[src/rtl/core/ffra_pkg.sv]
// ----------------------------------------------------------------------------
// First-fit range allocator package
// Shared constants, payload structs, status codes and sequencer states.
// ----------------------------------------------------------------------------
package ffra_pkg;

    localparam int FREE_ENTRIES_DEF = 32;
    localparam int USED_ENTRIES_DEF = 32;
    localparam int ADDR_BITS_DEF    = 24;
    localparam int FIELD_BITS       = 24;

    // Request kinds.
    localparam logic KIND_ALLOC = 1'b0;
    localparam logic KIND_FREE  = 1'b1;

    // Result status codes.
    localparam logic [2:0] ST_ALLOC     = 3'd0;
    localparam logic [2:0] ST_NOFIT     = 3'd1;
    localparam logic [2:0] ST_FREED     = 3'd2;
    localparam logic [2:0] ST_NOEFFECT  = 3'd3;
    localparam logic [2:0] ST_NOTFOUND  = 3'd4;
    localparam logic [2:0] ST_FULL      = 3'd5;

    typedef struct packed {
        logic                  kind;
        logic [FIELD_BITS-1:0] request_size;
        logic [FIELD_BITS-1:0] free_address;
    } req_t;

    typedef struct packed {
        logic [2:0]            status;
        logic [FIELD_BITS-1:0] block_address;
        logic [FIELD_BITS-1:0] block_bytes;
    } rsp_t;

    typedef enum logic [4:0] {
        S_INIT,
        S_IDLE,
        S_A_RD,
        S_A_CHK,
        S_A_SLOT,
        S_A_UPD,
        S_SH_RD,
        S_SH_WR,
        S_U_RD,
        S_U_CHK,
        S_I_RD,
        S_I_CHK,
        S_I_DEC,
        S_UP_RD,
        S_UP_WR,
        S_U_UPD
    } state_t;

endpackage

[src/rtl/core/ffra_seq.sv]
// ----------------------------------------------------------------------------
// Allocator sequencer
// Walks the free and used tables one entry at a time, with one read and at most
// one write per table memory per cycle, and shifts or merges free ranges entry by entry.
// ----------------------------------------------------------------------------
module ffra_seq
    import ffra_pkg::*;
#(
    parameter int FREE_ENTRIES = FREE_ENTRIES_DEF,
    parameter int USED_ENTRIES = USED_ENTRIES_DEF,
    parameter int ADDR_BITS    = ADDR_BITS_DEF
)
(
    input  logic                 clk,
    input  logic                 rst_n,
    input  logic                 start,
    input  req_t                 req,
    input  logic                 cfg_wr,
    input  logic [ADDR_BITS-1:0] memory_size,
    output logic                 busy,
    output logic                 cfg_ready,
    output logic                 done,
    output rsp_t                 rsp
);

    localparam int AW   = ADDR_BITS;
    localparam int FIDX = $clog2(FREE_ENTRIES);
    localparam int FCW  = $clog2(FREE_ENTRIES + 1);
    localparam int UIDX = (USED_ENTRIES > 1) ? $clog2(USED_ENTRIES) : 1;
    localparam int UCW  = $clog2(USED_ENTRIES + 1);

    // Table memories: each word holds {first, last}.
    logic [2*AW-1:0] free_mem [FREE_ENTRIES];
    logic [2*AW-1:0] used_mem [USED_ENTRIES];

    logic            fw_en;
    logic [FIDX-1:0] fw_addr;
    logic [2*AW-1:0] fw_data;
    logic [FIDX-1:0] fr_addr;
    logic [2*AW-1:0] fr_data_reg;
    logic            uw_en;
    logic [UIDX-1:0] uw_addr;
    logic [2*AW-1:0] uw_data;
    logic [UIDX-1:0] ur_addr;
    logic [2*AW-1:0] ur_data_reg;

    state_t state_reg, state_next;
    logic [FCW-1:0] cnt_reg, cnt_next;
    logic [FCW-1:0] ptr_reg, ptr_next;
    logic [FCW-1:0] sp_reg, sp_next;
    logic [UCW-1:0] slot_reg, slot_next;
    logic [USED_ENTRIES-1:0] valid_reg, valid_next;
    logic done_reg, done_next;
    rsp_t rsp_reg, rsp_next;

    logic [AW-1:0] m_reg, m_next;
    logic [AW-1:0] addr_reg, addr_next;
    logic          is_free_reg, is_free_next;
    logic [AW-1:0] b_reg, b_next;
    logic [AW-1:0] last_reg, last_next;
    logic          exact_reg, exact_next;
    logic [AW-1:0] lo_reg, lo_next;
    logic [AW-1:0] hi_reg, hi_next;
    logic          whole_reg, whole_next;
    logic [AW-1:0] uf_reg, uf_next;
    logic [AW-1:0] pf_reg, pf_next;
    logic [AW-1:0] pl_reg, pl_next;
    logic [AW-1:0] cf_reg, cf_next;
    logic [AW-1:0] cl_reg, cl_next;

    logic [AW-1:0] fr_first, fr_last, ur_first, ur_last;
    logic [AW:0]   range_size;
    logic          join_left, join_right;

    assign fr_first = fr_data_reg[2*AW-1:AW];
    assign fr_last  = fr_data_reg[AW-1:0];
    assign ur_first = ur_data_reg[2*AW-1:AW];
    assign ur_last  = ur_data_reg[AW-1:0];
    assign range_size = {1'b0, fr_last} - {1'b0, fr_first} + {{AW{1'b0}}, 1'b1};
    assign join_left  = (ptr_reg != '0) &&
                        (({1'b0, pl_reg} + {{AW{1'b0}}, 1'b1}) == {1'b0, lo_reg});
    assign join_right = (ptr_reg < cnt_reg) &&
                        (({1'b0, hi_reg} + {{AW{1'b0}}, 1'b1}) == {1'b0, cf_reg});

    // Free table memory, one write and one registered read per cycle.
    always_ff @(posedge clk)
    begin
        if (fw_en)
        begin
            free_mem[fw_addr] <= fw_data;
        end
        fr_data_reg <= free_mem[fr_addr];
    end

    // Used table memory.
    always_ff @(posedge clk)
    begin
        if (uw_en)
        begin
            used_mem[uw_addr] <= uw_data;
        end
        ur_data_reg <= used_mem[ur_addr];
    end

    // Control registers.
    always_ff @(posedge clk or negedge rst_n)
    begin
        if (!rst_n)
        begin
            state_reg <= S_INIT;
            cnt_reg   <= '0;
            ptr_reg   <= '0;
            sp_reg    <= '0;
            slot_reg  <= '0;
            valid_reg <= '0;
            done_reg  <= 1'b0;
        end
        else
        begin
            state_reg <= state_next;
            cnt_reg   <= cnt_next;
            ptr_reg   <= ptr_next;
            sp_reg    <= sp_next;
            slot_reg  <= slot_next;
            valid_reg <= valid_next;
            done_reg  <= done_next;
        end
    end

    // Payload registers.
    always_ff @(posedge clk)
    begin
        rsp_reg     <= rsp_next;
        m_reg       <= m_next;
        addr_reg    <= addr_next;
        is_free_reg <= is_free_next;
        b_reg       <= b_next;
        last_reg    <= last_next;
        exact_reg   <= exact_next;
        lo_reg      <= lo_next;
        hi_reg      <= hi_next;
        whole_reg   <= whole_next;
        uf_reg      <= uf_next;
        pf_reg      <= pf_next;
        pl_reg      <= pl_next;
        cf_reg      <= cf_next;
        cl_reg      <= cl_next;
    end

    // Next state and table accesses.
    always_comb
    begin
        state_next   = state_reg;
        cnt_next     = cnt_reg;
        ptr_next     = ptr_reg;
        sp_next      = sp_reg;
        slot_next    = slot_reg;
        valid_next   = valid_reg;
        done_next    = 1'b0;
        rsp_next     = rsp_reg;
        m_next       = m_reg;
        addr_next    = addr_reg;
        is_free_next = is_free_reg;
        b_next       = b_reg;
        last_next    = last_reg;
        exact_next   = exact_reg;
        lo_next      = lo_reg;
        hi_next      = hi_reg;
        whole_next   = whole_reg;
        uf_next      = uf_reg;
        pf_next      = pf_reg;
        pl_next      = pl_reg;
        cf_next      = cf_reg;
        cl_next      = cl_reg;
        fw_en        = 1'b0;
        fw_addr      = ptr_reg[FIDX-1:0];
        fw_data      = fr_data_reg;
        fr_addr      = ptr_reg[FIDX-1:0];
        uw_en        = 1'b0;
        uw_addr      = slot_reg[UIDX-1:0];
        uw_data      = {b_reg, b_reg + m_reg - {{(AW-1){1'b0}}, 1'b1}};
        ur_addr      = slot_reg[UIDX-1:0];

        case (state_reg)
            // Load the free table with the whole managed range.
            S_INIT:
            begin
                fw_en      = 1'b1;
                fw_addr    = '0;
                fw_data    = {{{(AW-1){1'b0}}, 1'b1}, memory_size};
                cnt_next   = (memory_size != '0) ? FCW'(1) : '0;
                valid_next = '0;
                state_next = S_IDLE;
            end

            S_IDLE:
            begin
                if (cfg_wr)
                begin
                    state_next = S_INIT;
                end
                else if (start)
                begin
                    m_next       = AW'(req.request_size);
                    addr_next    = AW'(req.free_address);
                    is_free_next = (req.kind == KIND_FREE);
                    ptr_next     = '0;
                    slot_next    = '0;
                    if (req.kind == KIND_FREE)
                    begin
                        state_next = S_U_RD;
                    end
                    else if ((AW'(req.request_size) == '0) || (cnt_reg == '0))
                    begin
                        rsp_next  = '{ST_NOFIT, '0, '0};
                        done_next = 1'b1;
                    end
                    else
                    begin
                        state_next = S_A_RD;
                    end
                end
            end

            // First-fit scan of the free table.
            S_A_RD:
            begin
                state_next = S_A_CHK;
            end

            S_A_CHK:
            begin
                if (range_size >= {1'b0, m_reg})
                begin
                    b_next     = fr_first;
                    last_next  = fr_last;
                    exact_next = (range_size == {1'b0, m_reg});
                    state_next = S_A_SLOT;
                end
                else if (ptr_reg + FCW'(1) >= cnt_reg)
                begin
                    rsp_next   = '{ST_NOFIT, '0, '0};
                    done_next  = 1'b1;
                    state_next = S_IDLE;
                end
                else
                begin
                    ptr_next   = ptr_reg + FCW'(1);
                    state_next = S_A_RD;
                end
            end

            // Look for an unused entry in the allocated table.
            S_A_SLOT:
            begin
                if (!valid_reg[slot_reg[UIDX-1:0]])
                begin
                    state_next = S_A_UPD;
                end
                else if (slot_reg == UCW'(USED_ENTRIES - 1))
                begin
                    rsp_next   = '{ST_FULL, '0, '0};
                    done_next  = 1'b1;
                    state_next = S_IDLE;
                end
                else
                begin
                    slot_next = slot_reg + UCW'(1);
                end
            end

            S_A_UPD:
            begin
                uw_en = 1'b1;
                valid_next[slot_reg[UIDX-1:0]] = 1'b1;
                rsp_next = '{ST_ALLOC, FIELD_BITS'(b_reg), FIELD_BITS'(m_reg)};
                if (exact_reg)
                begin
                    state_next = S_SH_RD;
                end
                else
                begin
                    fw_en      = 1'b1;
                    fw_data    = {b_reg + m_reg, last_reg};
                    done_next  = 1'b1;
                    state_next = S_IDLE;
                end
            end

            // Remove the free entry at ptr by moving later entries down.
            S_SH_RD:
            begin
                if (ptr_reg + FCW'(1) < cnt_reg)
                begin
                    fr_addr    = FIDX'(ptr_reg + FCW'(1));
                    state_next = S_SH_WR;
                end
                else
                begin
                    cnt_next = cnt_reg - FCW'(1);
                    if (is_free_reg)
                    begin
                        state_next = S_U_UPD;
                    end
                    else
                    begin
                        done_next  = 1'b1;
                        state_next = S_IDLE;
                    end
                end
            end

            S_SH_WR:
            begin
                fw_en      = 1'b1;
                ptr_next   = ptr_reg + FCW'(1);
                state_next = S_SH_RD;
            end

            // Search the allocated table for the range holding the address.
            S_U_RD:
            begin
                if (valid_reg[slot_reg[UIDX-1:0]])
                begin
                    state_next = S_U_CHK;
                end
                else if (slot_reg == UCW'(USED_ENTRIES - 1))
                begin
                    rsp_next   = '{ST_NOTFOUND, '0, '0};
                    done_next  = 1'b1;
                    state_next = S_IDLE;
                end
                else
                begin
                    slot_next = slot_reg + UCW'(1);
                end
            end

            S_U_CHK:
            begin
                uf_next = ur_first;
                lo_next = addr_reg;
                hi_next = ur_last;
                if (ur_first == addr_reg)
                begin
                    whole_next = 1'b1;
                    lo_next    = ur_first;
                    ptr_next   = '0;
                    state_next = S_I_RD;
                end
                else if ((ur_first < addr_reg) && (addr_reg < ur_last))
                begin
                    whole_next = 1'b0;
                    ptr_next   = '0;
                    state_next = S_I_RD;
                end
                else if (addr_reg == ur_last)
                begin
                    rsp_next   = '{ST_NOEFFECT, '0, '0};
                    done_next  = 1'b1;
                    state_next = S_IDLE;
                end
                else if (slot_reg == UCW'(USED_ENTRIES - 1))
                begin
                    rsp_next   = '{ST_NOTFOUND, '0, '0};
                    done_next  = 1'b1;
                    state_next = S_IDLE;
                end
                else
                begin
                    slot_next  = slot_reg + UCW'(1);
                    state_next = S_U_RD;
                end
            end

            // Find the insert position in address order.
            S_I_RD:
            begin
                if (ptr_reg < cnt_reg)
                begin
                    state_next = S_I_CHK;
                end
                else
                begin
                    state_next = S_I_DEC;
                end
            end

            S_I_CHK:
            begin
                if (fr_first <= lo_reg)
                begin
                    pf_next    = fr_first;
                    pl_next    = fr_last;
                    ptr_next   = ptr_reg + FCW'(1);
                    state_next = S_I_RD;
                end
                else
                begin
                    cf_next    = fr_first;
                    cl_next    = fr_last;
                    state_next = S_I_DEC;
                end
            end

            // Merge with neighbours, or open a new entry if the free table has room.
            S_I_DEC:
            begin
                rsp_next = '{ST_FREED, FIELD_BITS'(lo_reg),
                             FIELD_BITS'(hi_reg - lo_reg + {{(AW-1){1'b0}}, 1'b1})};
                if (join_left && join_right)
                begin
                    fw_en      = 1'b1;
                    fw_addr    = FIDX'(ptr_reg - FCW'(1));
                    fw_data    = {pf_reg, cl_reg};
                    state_next = S_SH_RD;
                end
                else if (join_left)
                begin
                    fw_en      = 1'b1;
                    fw_addr    = FIDX'(ptr_reg - FCW'(1));
                    fw_data    = {pf_reg, hi_reg};
                    state_next = S_U_UPD;
                end
                else if (join_right)
                begin
                    fw_en      = 1'b1;
                    fw_data    = {lo_reg, cl_reg};
                    state_next = S_U_UPD;
                end
                else if (cnt_reg == FCW'(FREE_ENTRIES))
                begin
                    rsp_next   = '{ST_FULL, '0, '0};
                    done_next  = 1'b1;
                    state_next = S_IDLE;
                end
                else
                begin
                    sp_next    = cnt_reg;
                    state_next = S_UP_RD;
                end
            end

            // Open a gap at ptr by moving entries up, then write the new range.
            S_UP_RD:
            begin
                if (sp_reg > ptr_reg)
                begin
                    fr_addr    = FIDX'(sp_reg - FCW'(1));
                    state_next = S_UP_WR;
                end
                else
                begin
                    fw_en      = 1'b1;
                    fw_data    = {lo_reg, hi_reg};
                    cnt_next   = cnt_reg + FCW'(1);
                    state_next = S_U_UPD;
                end
            end

            S_UP_WR:
            begin
                fw_en      = 1'b1;
                fw_addr    = FIDX'(sp_reg);
                sp_next    = sp_reg - FCW'(1);
                state_next = S_UP_RD;
            end

            // Release the whole allocated entry or cut off its tail.
            S_U_UPD:
            begin
                if (whole_reg)
                begin
                    valid_next[slot_reg[UIDX-1:0]] = 1'b0;
                end
                else
                begin
                    uw_en   = 1'b1;
                    uw_data = {uf_reg, addr_reg - {{(AW-1){1'b0}}, 1'b1}};
                end
                done_next  = 1'b1;
                state_next = S_IDLE;
            end

            default:
            begin
                state_next = S_IDLE;
            end
        endcase
    end

    // A request offered in the same cycle takes precedence over a configuration write.
    assign busy      = (state_reg != S_IDLE);
    assign cfg_ready = (state_reg == S_IDLE) && !start;
    assign done      = done_reg;
    assign rsp       = rsp_reg;

endmodule

[src/rtl/core/first_fit_range_allocator.sv]
// Requests are served by entry-by-entry walks of the free and used tables through one
// read port each.
// Throughput: one request at a time; busy stays high until the result strobe.
// Reset: 1-cycle table load after rst_n and after every memory_size write.
// Results appear on rsp with done, which is high for one cycle; the receiver cannot stall.
// ----------------------------------------------------------------------------
// First-fit range allocator
// Holds the memory_size register and runs the allocation sequencer.
// ----------------------------------------------------------------------------
module first_fit_range_allocator
    import ffra_pkg::*;
#(
    parameter int FREE_ENTRIES = FREE_ENTRIES_DEF,
    parameter int USED_ENTRIES = USED_ENTRIES_DEF,
    parameter int ADDR_BITS    = ADDR_BITS_DEF
)
(
    input  logic                  clk,
    input  logic                  rst_n,
    input  logic                  start,
    output logic                  busy,
    input  req_t                  req,
    output logic                  done,
    output rsp_t                  rsp,
    input  logic                  cfg_valid,
    output logic                  cfg_ready,
    input  logic [FIELD_BITS-1:0] cfg_data
);

    logic [ADDR_BITS-1:0] memory_size_reg;
    logic                 cfg_wr;

    assign cfg_wr = cfg_valid && cfg_ready;

    // Configuration register; a transfer also reloads the tables.
    always_ff @(posedge clk or negedge rst_n)
    begin
        if (!rst_n)
        begin
            memory_size_reg <= ADDR_BITS'(32'd65536);
        end
        else if (cfg_wr)
        begin
            memory_size_reg <= ADDR_BITS'(cfg_data);
        end
    end

    ffra_seq #(
        .FREE_ENTRIES (FREE_ENTRIES),
        .USED_ENTRIES (USED_ENTRIES),
        .ADDR_BITS    (ADDR_BITS)
    ) u_seq (
        .clk         (clk),
        .rst_n       (rst_n),
        .start       (start),
        .req         (req),
        .cfg_wr      (cfg_wr),
        .memory_size (memory_size_reg),
        .busy        (busy),
        .cfg_ready   (cfg_ready),
        .done        (done),
        .rsp         (rsp)
    );

endmodule

[config.mk]
export PLATFORM = sky130hd
export DESIGN_NAME = first_fit_range_allocator
export DESIGN_NICKNAME = d
export VERILOG_FILES = /design/src/rtl/core/ffra_pkg.sv /design/src/rtl/core/ffra_seq.sv /design/src/rtl/core/first_fit_range_allocator.sv
export SDC_FILE = /design/constraint.sdc
export NUM_CORES = 2
export LEC_CHECK = 0
export BUFFER_PORTS_ARGS = -buffer_cell sky130_fd_sc_hd__buf_2
export CAP_MARGIN = 20
export CORE_UTILIZATION = 30
export DETAILED_ROUTE_END_ITERATION = 6
export GPL_TIMING_DRIVEN = 0
export PLACE_DENSITY = 0.43
export SYNTH_ARGS = -nofsm -noshare
export SYNTH_HDL_FRONTEND = slang
export SYNTH_SLANG_ARGS = --single-unit
[constraint.sdc]
create_clock -name clk -period 9.22 [get_ports clk]
set_input_delay 1.844 -clock clk [delete_from_list [all_inputs] [get_ports clk]]
set_output_delay 1.844 -clock clk [all_outputs]
set_load 0.1 [all_outputs]
==> metrics <==
Gate Count Post-Synth=9684; Placement Setup Slack=830 ps; clk_skew=104 ps; routed length per instance=33.3 µm; number of cells upsized or downsized after cts=0; leading post-synthesis cells by cell area=sky130_fd_sc_hd__edfxtp_1, sky130_fd_sc_hd__mux4_2, sky130_fd_sc_hd__nand2_1; Via Count=94168; Layout Nets=10855; maximum frequency from static timing analysis=0.118 GHz; number of nets produced by synthesis=10009; Clock Tree Buf Depth=4; setup repair after global routing missed its margin=false; number of setup violations in the final report=0; Tot Pwr=0.0423 W; number of design rule violations left after detail routing=10; total of max-cap violations=0; Via-to-Cell Ratio=5.42; clock transition at the registers of the reported paths=about 60 ps; post-synthesis cell area=~150000 µm²; worst supply voltage drop on vdd=0.157 mV; Congestion Overflow GR=0; top-area cell type share of the netlist area=between 60% and 70%; ANT nets after route=0; maximum number of pins on one net before global-route repair=69; quantity of I/O buffers inserted on ports=130; clock tree from TritonCTS=built; latest clock arrival within the worst-skew pair=between 1000 and 1500 ps; Req. time, crit path=9940 ps; combined buffer and inverter count along the critical path=6; Worst Max-Slew Pin Slew=~1300 ps; worst setup path category=register to register; share of flip-flops with an asynchronous set or reset=under 10%; fill cell count=46386; hold_buf cts=0; area post-placement=164000 µm²; element type at the critical path end=register; Worst Slack Setup Final=roughly 760 ps; DRC violation total after the first TritonRoute iteration=11261; cts bufs inserted=400; most common cell after layout, fill and taps aside=sky130_fd_sc_hd__edfxtp_1; Die Width=704 µm; worst min-delay path category=register to register; htree depth=5; arrival time reported for the critical path endpoint=9170 ps; wirelength, routed=578 mm; Std-Cell Core Area=490000 µm²; P_leak=~60 nW; #FFs+latches synth=approximately 3600; row cnt=257; Crit path max-delay family=compound AO/OA/AOI/OAI gates; number of buffers inserted to repair setup after CTS=0; primary flip-flop cell chosen by synthesis mapping=sky130_fd_sc_hd__edfxtp_1; signed area change from the synthesized netlist to the final layout=19.5%; clock sink count=3572; final core area utilization=36.0%; post-route cell area=around 180000 µm²; y dimension of the die=just over 700 µm; violated checks=DRC; commonest cells after routing, fill and taps aside=sky130_fd_sc_hd__edfxtp_1, sky130_fd_sc_hd__nand2_1, sky130_fd_sc_hd__clkbuf_1; power density relative to cell area=between 200 and 250 nW/µm²; CP dominant cell by count=sky130_fd_sc_hd__buf_6; register area share after synthesis=71.7%; global-route wire length before repair=782 mm; Post-synth EDFFs=3390; I/O pin cnt=~130; average size of a mapped cell=15.2 µm²; critical path startpoint category=register; starting density of the core=between 30% and 40%; initial antenna violation count=56; largest area contributor in the synthesized netlist=sky130_fd_sc_hd__edfxtp_1; slowest stage cell, crit path=sky130_fd_sc_hd__mux2i_1; detailed-router iteration count before antenna repair=7; number of distinct library cells after synthesis=100; hpwl dp=419 mm; vias in the first global route=between 90000 and 100k; floorplan die area=495000 µm²; Period Utilization, post-route=between 90% and 100%; fraction of final layout cells sized beyond drive strength 1=between 10% and 20%; Final Wtd Congestion=0.914; Max Fanout on Critical Path=26; area of the multi-input gates=39800 µm²; stage delay of the slowest cell on the critical path=910 ps; max-slew violation count=0; Sequential cell area=between 100000 and 150000 µm²; Total Neg Setup Slack=0 ps; clock period minus worst slack=8460 ps; Yosys Warn Count=0; remaining max-slew budget at the tightest pin=13.3%; GRT Total Usage=around 23%; result of the run=finished, violations left; count of final hold-check violations=0; library cell used as clock root buffer=sky130_fd_sc_hd__clkbuf_16
## layout make-up
class                   instances  area share, %
flip-flops and latches       3572           60.0
multi-input cells            5339           22.6
clock buffers                 511           6.11
well taps                    6475           4.59
repair buffers                444           3.89
plain buffers                 564           1.27
clock inverters               227           1.10
inverters                     209          0.446
diodes                         21         0.0298
## Yosys cell counts, drive strengths merged (7+ instances only)
cell        n
edfxtp   3390
nand2    1417
clkbuf    445
and3      398
o21ai     396
mux4      392
nor2      270
ha        244
a22oi     222
a211oi    217
inv       209
a21oi     196
nand3     173
and2      165
a31oi     164
nand4     138
buf       119
xnor2     111
dfxtp      96
dfrtp      85
mux2       77
xor2       61
a221o      60
a21o       59
a311oi     52
nor3       52
o22ai      52
o21a       43
mux2i      38
o31ai      38
a222oi     36
nor4       29
nand2b     23
or3        21
nor2b      19
o21bai     17
a221oi     14
o211ai     11
a2111oi     9
a211o       8
and4        8
nand4b      7
## power breakdown
group          switching (W)  internal [W]
sequential          0.000683        0.0193
combinational        0.00460       0.00208
clock                0.00675       0.00896
total                 0.0120        0.0303
## final timing paths
kind | from | to | slack, ps | depth (start not counted)
max | u_seq.fr_data_reg[26]$_DFF_P_ | u_seq.rsp[47]$_DFFE_PP_ | 760 | 29
min | u_seq.ur_data_reg[34]$_DFF_P_ | u_seq.uf_reg[10]$_DFFE_PP_ | 510 | 0
max reg2reg | u_seq.fr_data_reg[26]$_DFF_P_ | u_seq.rsp[47]$_DFFE_PP_ | 760 | 29
min reg2reg | u_seq.ur_data_reg[34]$_DFF_P_ | u_seq.uf_reg[10]$_DFFE_PP_ | 510 | 0
max in group asynchronous | rst_n | u_seq.valid_reg[24]$_DFFE_PN0P_ | 7580 | 2
min in group asynchronous | rst_n | memory_size_reg[21]$_DFFE_PN0P_ | 840 | 1
## metal layers
| layer | track usage, % | vias to the layer above | wire length (µm) |
|---|---|---|---|
| met1 | 30.9 | 49878 | 244000 |
| met5 | 0 | - | 109 |
| met2 | 36.7 | 3878 | 267000 |
| met4 | 9.05 | 18 | 26100 |
| li1 | - | 39471 | - |
| met3 | 3.66 | 923 | 40200 |
## cells by family (layout without fill, tap and decap cells)
group | after synthesis | in the layout | share of synthesized area, %
flip-flops | 3572 | 3572 | 71.7
AND/OR/NAND/NOR | 2758 | 2758 | 8.78
AO/OA/AOI/OAI | 1653 | 1653 | 7.54
buffers and inverters | 773 | 1955 | 2.02
multiplexers | 507 | 507 | 6.82
adder cells (fa/ha/maj) | 248 | 248 | 2.12
XOR/XNOR | 172 | 172 | 1.02
other | 1 | 22 | 0.00254
## through the flow
stage,instances,hold slack (ps)
3_3_place_gp,16289,481
6_report,17362,512
2_1_floorplan,9684,408
3_5_place_dp,16596,492
4_1_cts,17334,508
5_1_grt,17346,528
Note: power is estimated with default switching activity, not from simulation.
